==> src/rtl/tte_pkg.sv <==
// Shared types, constants and helpers for the threshold and 3x3 erosion block.
// Used by every module of threshold_then_erode_3x3; depends on nothing.
`default_nettype none

package tte_pkg;

  // Frame limits and the widths that follow from them
  localparam int MAX_WIDTH  = 1024;
  localparam int MAX_HEIGHT = 4096;
  localparam int COL_W      = $clog2(MAX_WIDTH);
  localparam int ROW_W      = $clog2(MAX_HEIGHT);

  // Configuration register indexes and widths
  localparam int CFG_AW = 2;
  localparam logic [CFG_AW-1:0] REG_THRESHOLD = 2'd0;
  localparam logic [CFG_AW-1:0] REG_WIDTH     = 2'd1;
  localparam logic [CFG_AW-1:0] REG_HEIGHT    = 2'd2;
  localparam int THR_W  = 32;
  localparam int WCFG_W = 11;
  localparam int HCFG_W = 13;
  localparam logic signed [THR_W-1:0] THR_RESET  = 32'sd32768;
  localparam logic [WCFG_W-1:0]       WCFG_RESET = 11'd1024;
  localparam logic [HCFG_W-1:0]       HCFG_RESET = 13'd1024;

  // Result kinds
  localparam logic KIND_BINARY = 1'b0;
  localparam logic KIND_CONF   = 1'b1;

  // Most results one input word can cause
  localparam int MAX_RES = 4;
  localparam int RIDX_W  = $clog2(MAX_RES);

  // One input word after the threshold, with its position and frame bounds
  typedef struct packed {
    logic             b;
    logic [COL_W-1:0] col;
    logic [ROW_W-1:0] row;
    logic [COL_W-1:0] w_m1;
    logic [ROW_W-1:0] h_m1;
    logic             row_end;
    logic             last_row;
  } tte_item_t;

  // One result word
  typedef struct packed {
    logic             kind;
    logic [COL_W-1:0] col;
    logic [ROW_W-1:0] row;
    logic             pix_bit;
  } tte_res_t;

  // The results of one input word, slot 0 first
  typedef struct packed {
    tte_res_t [MAX_RES-1:0] slot;
    logic [RIDX_W-1:0]      last_idx;
  } tte_set_t;

  // Line buffer write request: {bit two rows up, bit one row up}
  typedef struct packed {
    logic             en;
    logic [COL_W-1:0] addr;
    logic [1:0]       data;
  } tte_lb_wr_t;

  // Width register to last column index: zero counts as one, large values saturate
  function automatic logic [COL_W-1:0] width_m1(input logic [WCFG_W-1:0] v);
    logic [COL_W-1:0] res;
    if (v == '0) begin
      res = '0;
    end else if (v > WCFG_W'(MAX_WIDTH)) begin
      res = COL_W'(MAX_WIDTH - 1);
    end else begin
      res = COL_W'(v - 1'b1);
    end
    return res;
  endfunction

  // Height register to last row index, same rules
  function automatic logic [ROW_W-1:0] height_m1(input logic [HCFG_W-1:0] v);
    logic [ROW_W-1:0] res;
    if (v == '0) begin
      res = '0;
    end else if (v > HCFG_W'(MAX_HEIGHT)) begin
      res = ROW_W'(MAX_HEIGHT - 1);
    end else begin
      res = ROW_W'(v - 1'b1);
    end
    return res;
  endfunction

endpackage

`default_nettype wire

==> src/rtl/tte_line_buf.sv <==
// Two-row line buffer: one synchronous 2-bit-wide memory, one entry per column.
// Clears itself after reset; forwards a same-edge write to the read port. Uses tte_pkg.
`default_nettype none

module tte_line_buf (
  input  wire logic                      clk,
  input  wire logic                      rst_n,
  input  wire logic                      rd_en,
  input  wire logic [tte_pkg::COL_W-1:0] rd_addr,
  input  wire tte_pkg::tte_lb_wr_t       wr,
  output logic [1:0]                     rd_data,
  output logic                           clearing
);

  logic [1:0]                mem [tte_pkg::MAX_WIDTH];
  logic [1:0]                rd_data_r;
  logic                      clearing_r;
  logic [tte_pkg::COL_W-1:0] clr_cnt_r;
  logic                      we;
  logic [tte_pkg::COL_W-1:0] waddr;
  logic [1:0]                wdata;

  // Clearing pass after reset: one entry per cycle
  always_ff @(posedge clk) begin
    if (!rst_n) begin
      clearing_r <= 1'b1;
      clr_cnt_r  <= '0;
    end else if (clearing_r) begin
      clr_cnt_r <= clr_cnt_r + 1'b1;
      if (clr_cnt_r == tte_pkg::COL_W'(tte_pkg::MAX_WIDTH - 1)) begin
        clearing_r <= 1'b0;
      end
    end
  end

  // Pick the write: clearing pass or write-back
  always_comb begin
    we    = clearing_r | wr.en;
    waddr = clearing_r ? clr_cnt_r : wr.addr;
    wdata = clearing_r ? 2'b00 : wr.data;
  end

  // Memory write port
  always_ff @(posedge clk) begin
    if (we) begin
      mem[waddr] <= wdata;
    end
  end

  // Registered read; forward a write to the same entry on the same edge
  always_ff @(posedge clk) begin
    if (rd_en) begin
      if (wr.en && (wr.addr == rd_addr)) begin
        rd_data_r <= wr.data;
      end else begin
        rd_data_r <= mem[rd_addr];
      end
    end
  end

  assign rd_data  = rd_data_r;
  assign clearing = clearing_r;

`ifndef SYNTHESIS
  // No column read may start before the clearing pass is over
  a_no_read_while_clearing: assert property (@(posedge clk) disable iff (!rst_n)
    rd_en |-> !clearing_r)
    else $error("line buffer read during clearing pass");
`endif

endmodule

`default_nettype wire

==> src/rtl/tte_erode.sv <==
// Window stage: takes the line buffer read, updates the 3x3 window, writes the
// column back and forms the result set of one word. Uses tte_pkg.
`default_nettype none

module tte_erode (
  input  wire logic               clk,
  input  wire logic               rst_n,
  input  wire logic               accept,
  input  wire tte_pkg::tte_item_t item,
  input  wire logic [1:0]         rd_data,
  input  wire logic               load_ok,
  output tte_pkg::tte_lb_wr_t     wr,
  output logic                    set_valid,
  output tte_pkg::tte_set_t       set
);

  logic               s1_v_r;
  logic               s1_v_nxt;
  tte_pkg::tte_item_t s1_r;
  logic [8:0]         window_r;
  logic [8:0]         window_nxt;
  logic               adv;
  logic               up2;
  logic               up1;
  logic               inner;
  logic [2:0]         n;
  tte_pkg::tte_res_t  res;

  assign up2 = rd_data[1];
  assign up1 = rd_data[0];
  assign adv = s1_v_r & load_ok;

  // Hold the word until its results are taken over by the output stage
  always_comb begin
    s1_v_nxt = s1_v_r;
    if (accept) begin
      s1_v_nxt = 1'b1;
    end else if (adv) begin
      s1_v_nxt = 1'b0;
    end
  end

  always_ff @(posedge clk) begin
    if (!rst_n) begin
      s1_v_r   <= 1'b0;
      window_r <= '0;
    end else begin
      s1_v_r <= s1_v_nxt;
      if (adv) begin
        window_r <= window_nxt;
      end
    end
  end

  always_ff @(posedge clk) begin
    if (accept) begin
      s1_r <= item;
    end
  end

  // Shift in the newest column: bit two rows up, one row up, this row
  assign window_nxt = {window_r[5:0], up2, up1, s1_r.b};

  assign inner = (s1_r.col >= tte_pkg::COL_W'(2)) && (s1_r.row >= tte_pkg::ROW_W'(2)) &&
                 (s1_r.col <= s1_r.w_m1) && (s1_r.row <= s1_r.h_m1);

  // Write the column back: this row moves up one
  always_comb begin
    wr.en   = adv;
    wr.addr = s1_r.col;
    wr.data = {up1, s1_r.b};
  end

  // Assemble the result set in order
  always_comb begin
    set = '0;
    n   = 3'd0;
    res = '0;

    // binary result for the word itself
    res.kind    = tte_pkg::KIND_BINARY;
    res.col     = s1_r.col;
    res.row     = s1_r.row;
    res.pix_bit = s1_r.b;
    set.slot[n[tte_pkg::RIDX_W-1:0]] = res;
    n = n + 3'd1;

    // confidence for the centre one row and one column back
    if ((s1_r.col != '0) && (s1_r.row != '0)) begin
      res.kind    = tte_pkg::KIND_CONF;
      res.col     = s1_r.col - 1'b1;
      res.row     = s1_r.row - 1'b1;
      res.pix_bit = inner && (window_nxt == 9'h1ff);
      set.slot[n[tte_pkg::RIDX_W-1:0]] = res;
      n = n + 3'd1;
    end else if ((s1_r.col == '0) && (s1_r.row >= tte_pkg::ROW_W'(2))) begin
      // right border pixel of the row two above
      res.kind    = tte_pkg::KIND_CONF;
      res.col     = s1_r.w_m1;
      res.row     = s1_r.row - tte_pkg::ROW_W'(2);
      res.pix_bit = 1'b0;
      set.slot[n[tte_pkg::RIDX_W-1:0]] = res;
      n = n + 3'd1;
    end

    // last row: flush the border zeros as it streams in
    if (s1_r.last_row) begin
      if (s1_r.row_end && (s1_r.row != '0)) begin
        res.kind    = tte_pkg::KIND_CONF;
        res.col     = s1_r.w_m1;
        res.row     = s1_r.row - 1'b1;
        res.pix_bit = 1'b0;
        set.slot[n[tte_pkg::RIDX_W-1:0]] = res;
        n = n + 3'd1;
      end
      res.kind    = tte_pkg::KIND_CONF;
      res.col     = s1_r.col;
      res.row     = s1_r.row;
      res.pix_bit = 1'b0;
      set.slot[n[tte_pkg::RIDX_W-1:0]] = res;
      n = n + 3'd1;
    end

    set.last_idx = tte_pkg::RIDX_W'(n - 3'd1);
  end

  assign set_valid = s1_v_r;

`ifndef SYNTHESIS
  // A waiting word stays until the output stage takes its results
  a_hold_until_load: assert property (@(posedge clk) disable iff (!rst_n)
    (s1_v_r && !load_ok) |=> s1_v_r)
    else $error("window stage dropped a word");

  // The window moves only when a word leaves the stage
  a_window_moves_on_adv: assert property (@(posedge clk) disable iff (!rst_n)
    !adv |=> $stable(window_r))
    else $error("window changed without a word");
`endif

endmodule

`default_nettype wire

==> src/rtl/tte_out_seq.sv <==
// Output sequencer: holds the result set of one word and sends it one word per
// cycle while out_tready is high, marking the final one with tlast. Uses tte_pkg.
`default_nettype none

module tte_out_seq (
  input  wire logic              clk,
  input  wire logic              rst_n,
  input  wire logic              set_valid,
  input  wire tte_pkg::tte_set_t set,
  output logic                   load_ok,
  output logic                   out_tvalid,
  input  wire logic              out_tready,
  output logic [23:0]            out_tdata,
  output logic                   out_tuser,
  output logic                   out_tlast
);

  tte_pkg::tte_res_t          slot_r [tte_pkg::MAX_RES];
  logic [tte_pkg::RIDX_W-1:0] last_idx_r;
  logic [tte_pkg::RIDX_W-1:0] idx_r;
  logic                       busy_r;
  logic                       busy_nxt;
  logic [tte_pkg::RIDX_W-1:0] idx_nxt;
  logic                       take;
  logic                       at_last;
  logic                       load;
  tte_pkg::tte_res_t          cur;

  assign take    = busy_r & out_tready;
  assign at_last = (idx_r == last_idx_r);
  assign load_ok = ~busy_r | (take & at_last);
  assign load    = load_ok & set_valid;

  // Advance through the slots; reload when the last one goes
  always_comb begin
    busy_nxt = busy_r;
    idx_nxt  = idx_r;
    if (load) begin
      busy_nxt = 1'b1;
      idx_nxt  = '0;
    end else if (take) begin
      if (at_last) begin
        busy_nxt = 1'b0;
      end else begin
        idx_nxt = idx_r + 1'b1;
      end
    end
  end

  always_ff @(posedge clk) begin
    if (!rst_n) begin
      busy_r <= 1'b0;
      idx_r  <= '0;
    end else begin
      busy_r <= busy_nxt;
      idx_r  <= idx_nxt;
    end
  end

  always_ff @(posedge clk) begin
    if (load) begin
      for (int i = 0; i < tte_pkg::MAX_RES; i++) begin
        slot_r[i] <= set.slot[i];
      end
      last_idx_r <= set.last_idx;
    end
  end

  // Drive the current word
  assign cur        = slot_r[idx_r];
  assign out_tvalid = busy_r;
  assign out_tdata  = {1'b0, cur.pix_bit, cur.row, cur.col};
  assign out_tuser  = cur.kind;
  assign out_tlast  = at_last;

`ifndef SYNTHESIS
  // A stalled word keeps its slot
  a_idx_hold: assert property (@(posedge clk) disable iff (!rst_n)
    (busy_r && !out_tready) |=> (busy_r && $stable(idx_r)))
    else $error("result slot moved while stalled");
`endif

endmodule

`default_nettype wire

==> src/rtl/threshold_then_erode_3x3.sv <==
// Top level: threshold of a Q16.16 pixel stream and a 3x3 erosion of the result.
// Holds the configuration registers and raster counters; uses tte_pkg, tte_line_buf,
// tte_erode and tte_out_seq.
//
//   port group | direction | payload
//   in_*       | in        | tdata[31:0] sample
//   out_*      | out       | tdata[9:0] col, [21:10] row, [22] bit; tuser kind; tlast
//   cfg_*      | in        | addr 0 threshold, 1 width, 2 height; wdata[31:0]
//
// A word is accepted and its column read from the line buffer on one edge; its
// results go into the output slots when load_ok allows and leave one per cycle
// while out_tready is high. Each word causes one to four results, two in the body
// of a frame. After reset the line buffer clears all its entries with in_tready low.
// A stalled output holds its word; a new word is still taken into the window stage
// while one waits at the output, but not while the window stage holds one.
`default_nettype none

module threshold_then_erode_3x3 (
  input  wire logic                       clk,
  input  wire logic                       rst_n,
  input  wire logic                       in_tvalid,
  output logic                            in_tready,
  input  wire logic [31:0]                in_tdata,   // [31:0] sample
  output logic                            out_tvalid,
  input  wire logic                       out_tready,
  output logic [23:0]                     out_tdata,  // [9:0] pixel_col, [21:10] pixel_row,
                                                      // [22] pixel_bit, [23] zero
  output logic                            out_tuser,  // [0] map_kind
  output logic                            out_tlast,
  input  wire logic                       cfg_we,
  input  wire logic [tte_pkg::CFG_AW-1:0] cfg_addr,
  input  wire logic [31:0]                cfg_wdata
);

  logic signed [tte_pkg::THR_W-1:0] thr_r;
  logic [tte_pkg::WCFG_W-1:0]       wcfg_r;
  logic [tte_pkg::HCFG_W-1:0]       hcfg_r;
  logic [tte_pkg::COL_W-1:0]        col_r;
  logic [tte_pkg::COL_W-1:0]        col_nxt;
  logic [tte_pkg::ROW_W-1:0]        row_r;
  logic [tte_pkg::ROW_W-1:0]        row_nxt;
  logic                             accept;
  logic                             clearing;
  logic                             set_valid;
  logic                             load_ok;
  logic [1:0]                       rd_data;
  tte_pkg::tte_item_t               item;
  tte_pkg::tte_lb_wr_t              wr;
  tte_pkg::tte_set_t                set;

  // Configuration writes
  always_ff @(posedge clk) begin
    if (!rst_n) begin
      thr_r  <= tte_pkg::THR_RESET;
      wcfg_r <= tte_pkg::WCFG_RESET;
      hcfg_r <= tte_pkg::HCFG_RESET;
    end else if (cfg_we) begin
      case (cfg_addr)
        tte_pkg::REG_THRESHOLD: thr_r  <= $signed(cfg_wdata);
        tte_pkg::REG_WIDTH:     wcfg_r <= cfg_wdata[tte_pkg::WCFG_W-1:0];
        tte_pkg::REG_HEIGHT:    hcfg_r <= cfg_wdata[tte_pkg::HCFG_W-1:0];
        default: ;
      endcase
    end
  end

  // Threshold and raster position of the incoming word
  always_comb begin
    item.b        = $signed(in_tdata) >= thr_r;
    item.col      = col_r;
    item.row      = row_r;
    item.w_m1     = tte_pkg::width_m1(wcfg_r);
    item.h_m1     = tte_pkg::height_m1(hcfg_r);
    item.row_end  = col_r >= item.w_m1;
    item.last_row = row_r >= item.h_m1;
  end

  assign in_tready = ~clearing & (~set_valid | load_ok);
  assign accept    = in_tvalid & in_tready;

  // Advance the raster counters; wrap at row and frame end
  always_comb begin
    col_nxt = col_r + 1'b1;
    row_nxt = row_r;
    if (item.row_end) begin
      col_nxt = '0;
      row_nxt = item.last_row ? '0 : row_r + 1'b1;
    end
  end

  always_ff @(posedge clk) begin
    if (!rst_n) begin
      col_r <= '0;
      row_r <= '0;
    end else if (accept) begin
      col_r <= col_nxt;
      row_r <= row_nxt;
    end
  end

  tte_line_buf u_line_buf (
    .clk      (clk),
    .rst_n    (rst_n),
    .rd_en    (accept),
    .rd_addr  (col_r),
    .wr       (wr),
    .rd_data  (rd_data),
    .clearing (clearing)
  );

  tte_erode u_erode (
    .clk       (clk),
    .rst_n     (rst_n),
    .accept    (accept),
    .item      (item),
    .rd_data   (rd_data),
    .load_ok   (load_ok),
    .wr        (wr),
    .set_valid (set_valid),
    .set       (set)
  );

  tte_out_seq u_out_seq (
    .clk        (clk),
    .rst_n      (rst_n),
    .set_valid  (set_valid),
    .set        (set),
    .load_ok    (load_ok),
    .out_tvalid (out_tvalid),
    .out_tready (out_tready),
    .out_tdata  (out_tdata),
    .out_tuser  (out_tuser),
    .out_tlast  (out_tlast)
  );

endmodule

`default_nettype wire
==> config.mk <==
export PLATFORM = sky130hd
export DESIGN_NAME = threshold_then_erode_3x3
export DESIGN_NICKNAME = d
export VERILOG_FILES = /design/src/rtl/tte_pkg.sv /design/src/rtl/tte_line_buf.sv /design/src/rtl/tte_erode.sv /design/src/rtl/tte_out_seq.sv /design/src/rtl/threshold_then_erode_3x3.sv
export SDC_FILE = /design/constraint.sdc
export NUM_CORES = 2
export LEC_CHECK = 0
export BUFFER_PORTS_ARGS = -buffer_cell sky130_fd_sc_hd__buf_4
export CAP_MARGIN = 20
export CELL_PAD_IN_SITES_DETAIL_PLACEMENT = 0
export CELL_PAD_IN_SITES_GLOBAL_PLACEMENT = 1
export CORE_AREA = 2 2 474 476
export CTS_CLUSTER_DIAMETER = 40
export CTS_CLUSTER_SIZE = 14
export DETAILED_ROUTE_END_ITERATION = 8
export DIE_AREA = 0 0 476 478
export PLACE_DENSITY = 0.7
export SLEW_MARGIN = 10
export SYNTH_ARGS = -nofsm -noshare
export SYNTH_HDL_FRONTEND = slang
export SYNTH_SLANG_ARGS = --single-unit
==> constraint.sdc <==
create_clock -name clk -period 37.5 [get_ports clk]
set_clock_uncertainty 0.05 [all_clocks]
set_input_delay 7.5 -clock clk [delete_from_list [all_inputs] [get_ports clk]]
set_output_delay 7.5 -clock clk [all_outputs]
set_load 0.1 [all_outputs]
; ---- Word level (Yosys, flattened, before mapping)
; Memories as Yosys holds them, arrays and structs flattened. A register that Yosys moved wholly into a read port is not among the register bits.
; Cells that the tools add are included.
[classes]
addsub = 12
magnitude_cmp = 13
n_eq_ne = 5
mux = 37
bitwise_logic = 13
n_reduce_logical = 25
[op_table]
columns = op, n
row1 = 2-to-1 mux 96 bit, 3
row2 = bitwise mux 96 bit, 2
row3 = demux 24 bit (select 2 bit), 2
row4 = 2-to-1 mux 24 bit, 4
row5 = 2-to-1 mux 10 bit, 4
row6 = 2-to-1 mux 12 bit, 3
row7 = greater-or-equal comparator 32 bit, 1
row8 = subtractor 12 x 1 -> 12 bit (second input constant), 2
row9 = adder 10 x 1 -> 10 bit (second input constant), 2
row10 = subtractor 10 x 1 -> 10 bit (second input constant), 2
row11 = 2-to-1 mux 2 bit, 8
row12 = > comparator 13 bit (second input constant), 1
row13 = logical NOT 13 bit, 1
row14 = adder 12 x 1 -> 12 bit (second input constant), 1
row15 = greater-or-equal comparator 12 bit, 1
row16 = greater-or-equal comparator 12 x 2 -> 1 bit (second input constant), 1
row17 = less-or-equal comparator 12 bit, 1
row18 = AND reduction 2 bit, 6
row19 = nonzero test 12 bit, 1
row20 = subtractor 12 x 2 -> 12 bit (second input constant), 1
row21 = > comparator 11 bit (second input constant), 1
row22 = logical NOT 11 bit, 1
row23 = 2-to-1 mux 1 bit, 11
row24 = equality test 10 bit (second input constant), 1
row25 = 20 further kinds, 44
[totals]
reg_bits = 148
ram_bits = 2144
out_inout_bits = 28
word_cells = 126
memories = 2
[mem_list]
columns = memory, depth, width, rd, rd_ports_with_merged_regs, wr, line
row1 = u_line_buf.mem, 1024, 2, 1, 1, 1, tte_line_buf.sv:15  ; logic [1:0] mem [tte_pkg::MAX_WIDTH];
row2 = u_out_seq.slot_r, 4, 24, 1, 1, 4, tte_out_seq.sv:18  ; tte_pkg::tte_res_t slot_r [tte_pkg::MAX_RES];

; ---- Longest topological paths before layout
[depth]
ltp_word = 13
ltp_mapped = 19
ltp_nobuf = 17

; ---- Hierarchy
; From an unflattened synthesis, not the netlist that was laid out.
[hier_totals]
hier_cells = 6232
area_unflattened_um2 = 98024.0
[by_module_without_submodules]
columns = module, n_inst, cells_each, area_per_inst_um2, seq_area_each_um2
row1 = tte_line_buf, 1, 4906, 84693.7, 61779.3
row2 = threshold_then_erode_3x3, 1, 656, 5074.9, 1561.5
row3 = tte_erode, 1, 514, 4434.3, 1551.5
row4 = tte_out_seq, 1, 156, 3821.2, 3042.9

; ---- Least setup slack after synthesis
; OpenSTA, ideal clock, no wires.
[synth_timing]
kind = register to register
from = reg u_line_buf.clearing_r (netlist: u_line_buf.clearing)
to = mem u_line_buf.mem[0][1], data pin
setup_time_ps = 5222
arrival_time_ps = 25843
t_required_ps = 32228
setup_slack_ps = 6385
stages_incl_launch_ff = 6
path_buffers = 4
period_less_slack_ps = 31115
path_cell_list = dfxtp_1 > buf_2 > buf_1 > buf_1 > buf_1 > nor2b_1
[synth_via]
elab_chain_len = 1
[synth_rtl]
columns = item, line
row1 = start: declaration, tte_line_buf.sv:17  ; logic clearing_r;
row2 = start signal: assignment, tte_line_buf.sv:26  ; clearing_r <= 1'b1;
row3 = start signal: assignment, tte_line_buf.sv:31  ; clearing_r <= 1'b0;
row4 = 2-to-1 mux 2 bit, tte_line_buf.sv:40  ; wdata = clearing_r ? 2'b00 : wr.data;
row5 = net u_line_buf.wdata[1], tte_line_buf.sv:21  ; logic [1:0] wdata;
row6 = end: declaration, tte_line_buf.sv:15
; The timed path passes the listed nets, and every way through them passes these cells.

; ---- Final worst setup path
[layout_timing]
from = in out_tready
to = out in_tready
[layout_via]
elab_chain_len = 5
[layout_rtl]
columns = item, line
row1 = start: declaration, threshold_then_erode_3x3.sv:25  ; input wire logic out_tready,
row2 = bitwise AND 1 bit, tte_out_seq.sv:29  ; assign take = busy_r & out_tready;
row3 = bitwise AND 1 bit, tte_out_seq.sv:31  ; assign load_ok = ~busy_r | (take & at_last);
row4 = OR 1 bit, tte_out_seq.sv:31
row5 = OR 1 bit, threshold_then_erode_3x3.sv:78  ; assign in_tready = ~clearing & (~set_valid | load_ok);
row6 = bitwise AND 1 bit, threshold_then_erode_3x3.sv:78
row7 = end: declaration, threshold_then_erode_3x3.sv:22  ; output logic in_tready,
; No other way between the ends.

==> impl_results.md <==
* Status: completed
* Nets@finish at 6486
* Warnings, synthesis at 0
* CP endpoint kind: output port
* HPWL Detailed at 158000 um
* Adder-cell share of the synthesized area at 0.0124
* RR Startpoint: col_r[1]
* Initial antenna violation count at 12
* Post-layout util at 0.505
* Min-delay worst type: reg2reg
* Rel. slew slack at 0.126
* Hold_sp: thr_r[14]
* P&R area growth vs syn at 15.8%
* Max frequency at 0.0624 GHz
* Dominant synthesized flop cell: edfxtp_1
* Final ANT Viol Nets at 0
* Crit path max fanout at 4
* Die footprint at 228000 sq um
* VDD IR-drop max at 0.0341 mV
* Initial DRC Count at 7107
* Leak at 40.1 nW
* Cts hold-fix bufs at 0
* Clock Latency Late Sink at 0.93 ns
* Drt first pass iters at 5
* Ranking of synthesized cells by area: edfxtp_1, mux4_2, nor2_1, dfxtp_1, mux2i_1
* Crit path required time at 29.95 ns
* Post-synth top area cell: edfxtp_1
* Pins Over Slew Limit at 0
* TritonCTS buffer count at 336
* Global route overflow at 0
* Area of the mapped netlist at 97400 sq um
* Vias in the first global route at 57100
* CTS Sinks at 2294
* Width of the die at 476 um
* R2R setup slack at 31.35 ns
* Tmin final at 16.02 ns
* Critical path arrival at 8.47 ns
* Max cap viols at 0
* Share of post-route cells with drive strength above 1 at 0.213
* Share of the synthesized area in the top cell type at 0.676
* Endpoints failing hold at 0
* Worst Setup SP: out_tready
* Post-CTS sizing at 0
* RR Endpoint: u_line_buf.rd_data[1]
* Cell area power density at 53.2 nW/um^2
* Per-cell routed wire length at 29.3 um
* Worst hold margin at 0.415 ns
* Xor/xnor cell area share of the yosys netlist at 0.00503
* Postcts setup bufs at 0
* Initial Util at 0.437
* Slew @ Worst Pin at 1.31 ns
* Distinct cells, synth at 100
* Async SR Flop Fraction at 0
* Die Ht at 478 um
* Syn Inst Count at 6177
* Worst r2r path cells at 11
* Setup crit end: in_tready
* Clock transition at path regs at 0.06 ns
* IO Count at 99
* Hold Path Stages at 2
* CTS root buf: clkbuf_16
* Largest net degree at the start of global routing at 246
* IO Port Bufs at 97
* GRT Util Overall at 0.245
* Synth Area in Compound Gates at 0.0432
* Setup TNS at 0 ns
* Syn nets at 6344
* Vias/cell at 5.97
* Startpoint Class: primary input
* Syn_area_per_cell at 15.8 sq um
* # H-tree levels at 5
* Post-synthesis mux area share at 0.135
* Drt drc at 0
* Final period util at 0.427
* Clk buf depth at 4
* Vias at 57100
* Routability cong. at 0.833
* Crit Path Class: in2out
* Final setup vio count at 0
* Global-route wire length before repair at 402000 um
* # rows at 174
* Post-synth EDFFs at 2193
* Synthesized flop and latch total at 2294
* Main combinational cell family by area after synthesis: multiplexers
* RSZ-0062 raised after global routing: false
* Final WL at 280000 um
* Seq/Total Area, Yosys at 0.697
* CTS tree: built
* Synth Area in Simple Gates at 0.0785
* CORE AREA at 223000 sq um
==> cell families (layout without fill, tap and decap cells) <==
kind of cell | after synthesis | in the layout
AO/OA/AOI/OAI | 613 | 613
XOR/XNOR | 56 | 56
adder cells (fa/ha/maj) | 96 | 96
buffers and inverters | 575 | 973
flip-flops | 2294 | 2294
multiplexers | 706 | 706
other | 1 | 2
AND/OR/NAND/NOR | 1836 | 1836
==> synth_stat cells (11+ instances only) <==
| master | count |
|---|---|
| o22ai_1 | 47 |
| nand3_1 | 84 |
| o221ai_1 | 32 |
| mux4_1 | 11 |
| nand4_1 | 24 |
| inv_1 | 109 |
| mux2i_1 | 198 |
| ha_1 | 95 |
| a22oi_1 | 49 |
| mux2_2 | 28 |
| nor3_1 | 44 |
| a211oi_1 | 25 |
| a31oi_1 | 12 |
| o21a_1 | 12 |
| and2_1 | 24 |
| edfxtp_1 | 2193 |
| o211ai_1 | 15 |
| nor2b_1 | 32 |
| mux4_2 | 469 |
| dfxtp_1 | 101 |
| buf_4 | 35 |
| buf_2 | 72 |
| xnor2_1 | 45 |
| nand2_1 | 324 |
| a21o_1 | 26 |
| and3_1 | 28 |
| clkbuf_1 | 280 |
| nor4_1 | 18 |
| nor2_1 | 1181 |
| o21ai_0 | 84 |
| buf_1 | 24 |
| nand2b_1 | 21 |
| buf_6 | 33 |
| xor2_1 | 11 |
| a21boi_0 | 52 |
| a21oi_1 | 133 |
| a221oi_1 | 32 |
==> sequential cells by signal, indices dropped and copies added, names as in the netlist, named ones only <==
name                  flops
u_erode.set_valid         1
thr_r                    32
u_out_seq.out_tvalid      1
u_out_seq.slot_r         94
hcfg_r                   13
u_line_buf.clearing       1
wcfg_r                   11
u_out_seq.last_idx_r      2
u_erode.window_r          6
u_line_buf.clr_cnt_r     10
col_r                    10
row_r                    12
u_erode.wr               11
u_out_seq.idx_r           2
u_erode.s1_r             36
u_line_buf.rd_data        2
u_line_buf.mem         2048
==> placed cells by master, fill, tap and decap left out, types with 32 or more instances in the layout <==
cell          n
edfxtp_1   2193
nor2_1     1174
dfxtp_1      94
inv_6        56
nand3_1      52
ha_1         95
mux4_2      469
mux2i_1     198
clkinv_2     36
o22ai_1      45
nor3_1       44
o21ai_0      84
buf_4       234
nand2_1     323
a21oi_1     133
bufinv_16    37
o221ai_1     32
a221oi_1     32
a21boi_0     52
xnor2_1      45
clkbuf_16   342
inv_1       107
a22oi_1      49
==> routing by layer <==
layer	track usage	vias to the layer above	wire length (um)
li1	-	24100	-
met1	0.340	29800	113000
met2	0.387	2666	133000
met3	0.0466	577	23800
met4	0.0848	10	9870
met5	0	-	61
==> stage by stage <==
step / setup slack (ns) / cells / power, mW / instance area, sq um
5_1_grt: 21.39 / 9568 / 6.14 / 113000
3_3_place_gp: 21.42 / 8948 / 2.89 / 101000
2_1_floorplan: 6.38 / 6177 / 2.86 / 97400
6_report: 21.48 / 9568 / 6.00 / 113000
4_1_cts: 21.45 / 9557 / 6.03 / 113000
3_5_place_dp: 21.45 / 8963 / 2.89 / 101000
==> worst min-delay path by stage <==
| stage | end | slack (ns) |
|---|---|---|
| 2_1_floorplan | u_erode.wr[6] | 0.38 |
| 3_3_place_gp | u_erode.window_r[4] | 0.40 |
| 3_5_place_dp | thr_r[13] | 0.41 |
| 4_1_cts | u_erode.window_r[5] | 0.42 |
| 5_1_grt | thr_r[26] | 0.43 |
| 6_report | thr_r[14] | 0.42 |
==> power breakdown <==
group / internal [mW] / switching (mW)
registers: 2.77 / 0.00269
logic: 0.0215 / 0.0461
clock network: 1.95 / 1.21
total: 4.74 / 1.26
==> final cells by class <==
type                            count  area [sq um]
Antenna cell                        1          2.50
Clock buffer                      363          8650
Clock inverter                    231          2630
Fill cell                       18300        110000
Inverter                          113           433
Multi-Input combinational cell   3308         27000
Sequential cell                  2294         67900
Tap cell                         2992          3740
Timing Repair Buffer              266          2420
==> worst max-delay path: stages <==
cell	delay, ns
buf_4	0.12
a21boi_1	0.10
a21oi_1	0.37
buf_4	0.37
No activity file was read; power rests on OpenSTA's default activity.
